## src/rtl/grid_min_path_sum_unit_macros.svh

```systemverilog
// assertion helpers included by grid_min_path_sum_unit.sv
`ifndef GRID_MIN_PATH_SUM_UNIT_MACROS_SVH
`define GRID_MIN_PATH_SUM_UNIT_MACROS_SVH

// same-cycle implication, checked out of reset
`define GMPS_ASSERT_NOW(label, ante, cons, msg) \
    label: assert property (@(posedge clk) disable iff (!rst_n) (ante) |-> (cons)) \
        else $error(msg);

// next-cycle implication, checked out of reset
`define GMPS_ASSERT_NEXT(label, ante, cons, msg) \
    label: assert property (@(posedge clk) disable iff (!rst_n) (ante) |=> (cons)) \
        else $error(msg);

`endif

```

## src/rtl/gmps_cell.sv

```systemverilog
module gmps_cell #(
    parameter int IDX   = 0,
    parameter int COL_W = 8,
    parameter int SUM_W = 33
) (
    input  logic                    clk,
    input  logic                    shift,
    input  logic [COL_W-1:0]        cols_m1,
    input  logic signed [SUM_W-1:0] inject,
    input  logic signed [SUM_W-1:0] from_right,
    output logic signed [SUM_W-1:0] q
);

    logic                    tail;
    logic signed [SUM_W-1:0] q_reg;
    logic signed [SUM_W-1:0] q_next;

    // the cell at the last column index (cols_m1) takes the fresh value, the rest pass along
    assign tail = (cols_m1 == COL_W'(IDX));

    always_comb
    begin
        q_next = q_reg;
        if (shift)
        begin
            q_next = tail ? inject : from_right;
        end
    end

    always_ff @(posedge clk)
    begin
        q_reg <= q_next;
    end

    assign q = q_reg;

endmodule

```

## config.mk

```make
export PLATFORM = sky130hd
export DESIGN_NAME = gmps_cell
export DESIGN_NICKNAME = d
export VERILOG_FILES = /design/src/rtl/grid_min_path_sum_unit_macros.svh /design/src/rtl/gmps_cell.sv
export SDC_FILE = /design/constraint.sdc
export NUM_CORES = 1
export LEC_CHECK = 0
export ABC_CLOCK_PERIOD_IN_PS = 2750
export BUFFER_PORTS_ARGS = -buffer_cell sky130_fd_sc_hd__buf_2
export CAP_MARGIN = 30
export CORE_ASPECT_RATIO = 0.8
export CORE_MARGIN = 2
export CORE_UTILIZATION = 40
export CTS_BUF_LIST = sky130_fd_sc_hd__clkbuf_8
export DETAILED_ROUTE_END_ITERATION = 7
export PLACE_DENSITY = 0.87
export SLEW_MARGIN = 5
export SYNTH_ARGS = -nofsm -noshare
export SYNTH_HDL_FRONTEND = slang
export SYNTH_SLANG_ARGS = --single-unit
export TNS_END_PERCENT = 50
```

## constraint.sdc

```tcl
create_clock -name clk -period 2.75 [get_ports clk]
set_input_delay 0.275 -clock clk [delete_from_list [all_inputs] [get_ports clk]]
set_output_delay 0.275 -clock clk [all_outputs]
set_load 0.03 [all_outputs]
```

# [After elaboration in Yosys (flattened, before gate mapping)]
# Cells that the tools add are included.
# Widths: inputs -> output; s select.
[totals] reg_bits=33 inputBits=76 out_inout_bits=33 elab_cells=3
[classes] mux=1 reduce_logical=1
[ops] operator="$mux 33" count=1
[ops] operator="$logic_not 8->1" count=1

# [Logic depth before layout (Yosys ltp)]
[logic_depth] word_depth=2 mapped_depth=4 mapped_depth_nobuf=3

# [Worst setup path after synthesis]
# Ideal clock, no wire load.
[synth_timing] path_type="in2reg" startpoint="input cols_m1[5]" endpoint="register q_reg[10] (netlist: q[10]), data pin" setup_time_ps=260 arrival_ps=1208 t_required_ps=2490 slack_ps=1282 stages=4 path_buffers=1 cell_sequence="nor4_1 -> nand2_2 -> buf_6 -> mux2_4"
[synth_between] elab_chain_cells=2
[synth_lines] element="from (decl)" line="gmps_cell.sv:8" rtl="input logic [COL_W-1:0] cols_m1,"
[synth_lines] element="$logic_not 8->1" line="gmps_cell.sv:19" rtl="assign tail = (cols_m1 == COL_W'(IDX));"
[synth_lines] element="$mux 33" line="gmps_cell.sv:26" rtl="q_next = tail ? inject : from_right;"
[synth_lines] element="to (signal assigned)" line="gmps_cell.sv:32" rtl="q_reg <= q_next;"
[synth_lines] element="to (decl)" line="gmps_cell.sv:15" rtl="logic signed [SUM_W-1:0] q_reg;"
# No other way between the ends.
# A chain may end at the register's enable or synchronous reset.

# [Worst setup path in the final report]
[layout_timing] startpoint="input cols_m1[5]" endpoint="register q_reg[15] (netlist: q[15]), data pin"
# The elaborated chain is that of the path after synthesis.

==> impl_results.md <==
* Nets at 261
* # rows at 20
* Max Cap Violations at 0
* Post-DP HPWL at 2.491 mm
* CP Class: in2reg
* First-pass GRT wire length at between 4 and 5 mm
* Average cell area after synthesis at 21.22 um2
* Cells after Synth at 72
* WP data arrival at 1.68 ns
* Number of vias in the routed layout at 1034
* Post-Syn Area at ~1500 um2
* Syn nets at ~150
* Post-synthesis xor/xnor area fraction at 0%
* Hold WC Path Type: in2reg
* Synth warnings at 0
* Fin crit share at 60.12%
* Actual slew at the worst max-slew pin at 0.7074 ns
* Antenna Violating Nets Remaining at 0
* Setup Total Neg Slack at 0 ns
* Hold_buf cts at 0
* Power, Total at between 1000 and 1500 uW
* RSZ-0062 raised after global routing: false
* Largest family of logic cells by synthesized area: multiplexers
* CTS tree: done
* Hold depth at 2
* Synth Area in Compound Gates at 0%
* Die width at 73.10 um
* Status: complete, no violations
* Worst-path clk slew at 0.06 ns
* Crit. End Element: flip-flop
* Final WL at 3.131 mm
* Min Clock Period, post-route at approximately 1.7 ns
* Final number of hold-violating endpoints at 0
* Worst vdd ir at 245.4 uV
* Max reg flops at 33
* Power per cell area at 529.8 nW/um2
* Initial DRC count at 23
* Pin count of the biggest net entering global routing at 34
* Num ports at about 110
* Ant diodes at 0
* Antenna violations before repair at 0
* Core area at 3729 um2
* Mean number of vias per cell at 4.496
* Post-synthesis adder-cell area fraction at 0%
* GP Congestion at 0.7230
* Vias in the first global route at roughly 1000
* Final Slew Violations at 0
* Area of the die at around 4300 um2
* Total Routing Usage GR at approximately 15%
* WP data required at 2.77 ns
* CTS H-Tree Depth at 2
* Starting density of the core at 40.97%
* Fraction of layout cells with a size suffix above 1 at 80.65%
* DIE HEIGHT at 59.28 um
* P&R area growth vs syn at 42.67%
* Mux share of post-synthesis cell area at 31.70%
* Slew headroom at 52.84%
* Post-DR wirelength/cell at 13.61 um
* Achievable Freq at 0.6049 GHz
* Clock Path Buffers at 2
* Worst-path maximum fanout at 23
* Simple-Gate Fraction of Synth Area at 1.229%
* Crit path launch type: primary input
* Pre-Repair DR Iteration Count at 4
* Total clock sinks at 33
* Cts repair resizes at 0
* Final setup violation count at 0
* Clk root buf: clkbuf_8
* Register area share after synthesis at roughly two thirds
* Remaining DRCs at 0
* Post-CTS setup buffers at 0
* GRT overflow at 0
* Port bufs at 108
* Leak at 0.001106 uW
* Flops & latches, synth at 33
* CTS Buf Count at 5
* Cell variety after synth at 6
-- where the power goes --
| group | internal (uW) | switching, uW |
|---|---|---|
| Combinational | 94.8 | 125 |
| Sequential | 598 | 8.19 |
| Clock | 171 | 157 |
-- per-layer routing --
layer	GRT usage (%)	routed length [um]	share of wire (%)	up-vias
met4	6.878	40	1.3	0
met5	0	0	0	-
li1	-	-	-	509
met3	5.612	291	9.3	4
met1	14.52	1109	35	464
met2	28.31	1690	54	57
-- layout by cell type (no fill, tap or decap) --
master	n
buf_2	108
buf_4	1
clkbuf_8	5
clkinv_2	2
edfxtp_1	33
inv_1	1
mux2_2	3
mux2_4	30
nand2_2	1
nor4_1	2
-- worst paths after layout --
path | from | endpoint | slack [ns]
hold / removal | from_right[17] | q[17] | 0.30
setup / recovery | cols_m1[5] | q[15] | 1.10
-- synthesized netlist by cell type --
master    number  area share (%)
buf_6          3             2.2
nand2_2        1            0.41
edfxtp_1      33              65
mux2_2         3             2.2
mux2_4        30              29
nor4_1         2            0.82
-- per-stage QoR --
step                      instance area [um2]  setup WS (ns)  util, %  hold WS, ns  std cells
final                                    2180          1.097    58.46       0.2978        230
after global routing                     2180         0.9420    58.46       0.2858        230
after CTS                                2180          1.070    58.46       0.2904        230
after detailed placement                 2097         0.7859    56.24       0.5787        222
after global placement                   2097         0.8047    56.24       0.5756        222
after floorplan                          1528          1.282        -       0.3875         72
-- critical path: stages --
cell,delay [ns]
buf_2,0.09
nor4_1,0.32
nand2_2,0.28
buf_4,0.35
mux2_4,0.34
-- kinds of logic (layout without fill, tap and decap cells) --
| group | count (synthesis) | after routing |
|---|---|---|
| buffers and inverters | 3 | 117 |
| flip-flops | 33 | 33 |
| multiplexers | 33 | 33 |
| AND/OR/NAND/NOR | 3 | 3 |
-- layout make-up --
cell class | instances | area, um2
fill | 305 | 1549
clock inverter | 3 | 13.76
clock buffer | 5 | 68.82
sequential | 33 | 991.0
multi-input combinational | 36 | 503.0
tap | 44 | 55.05
timing repair buffer | 109 | 548.0
Note: power is estimated with default switching activity, not from simulation.
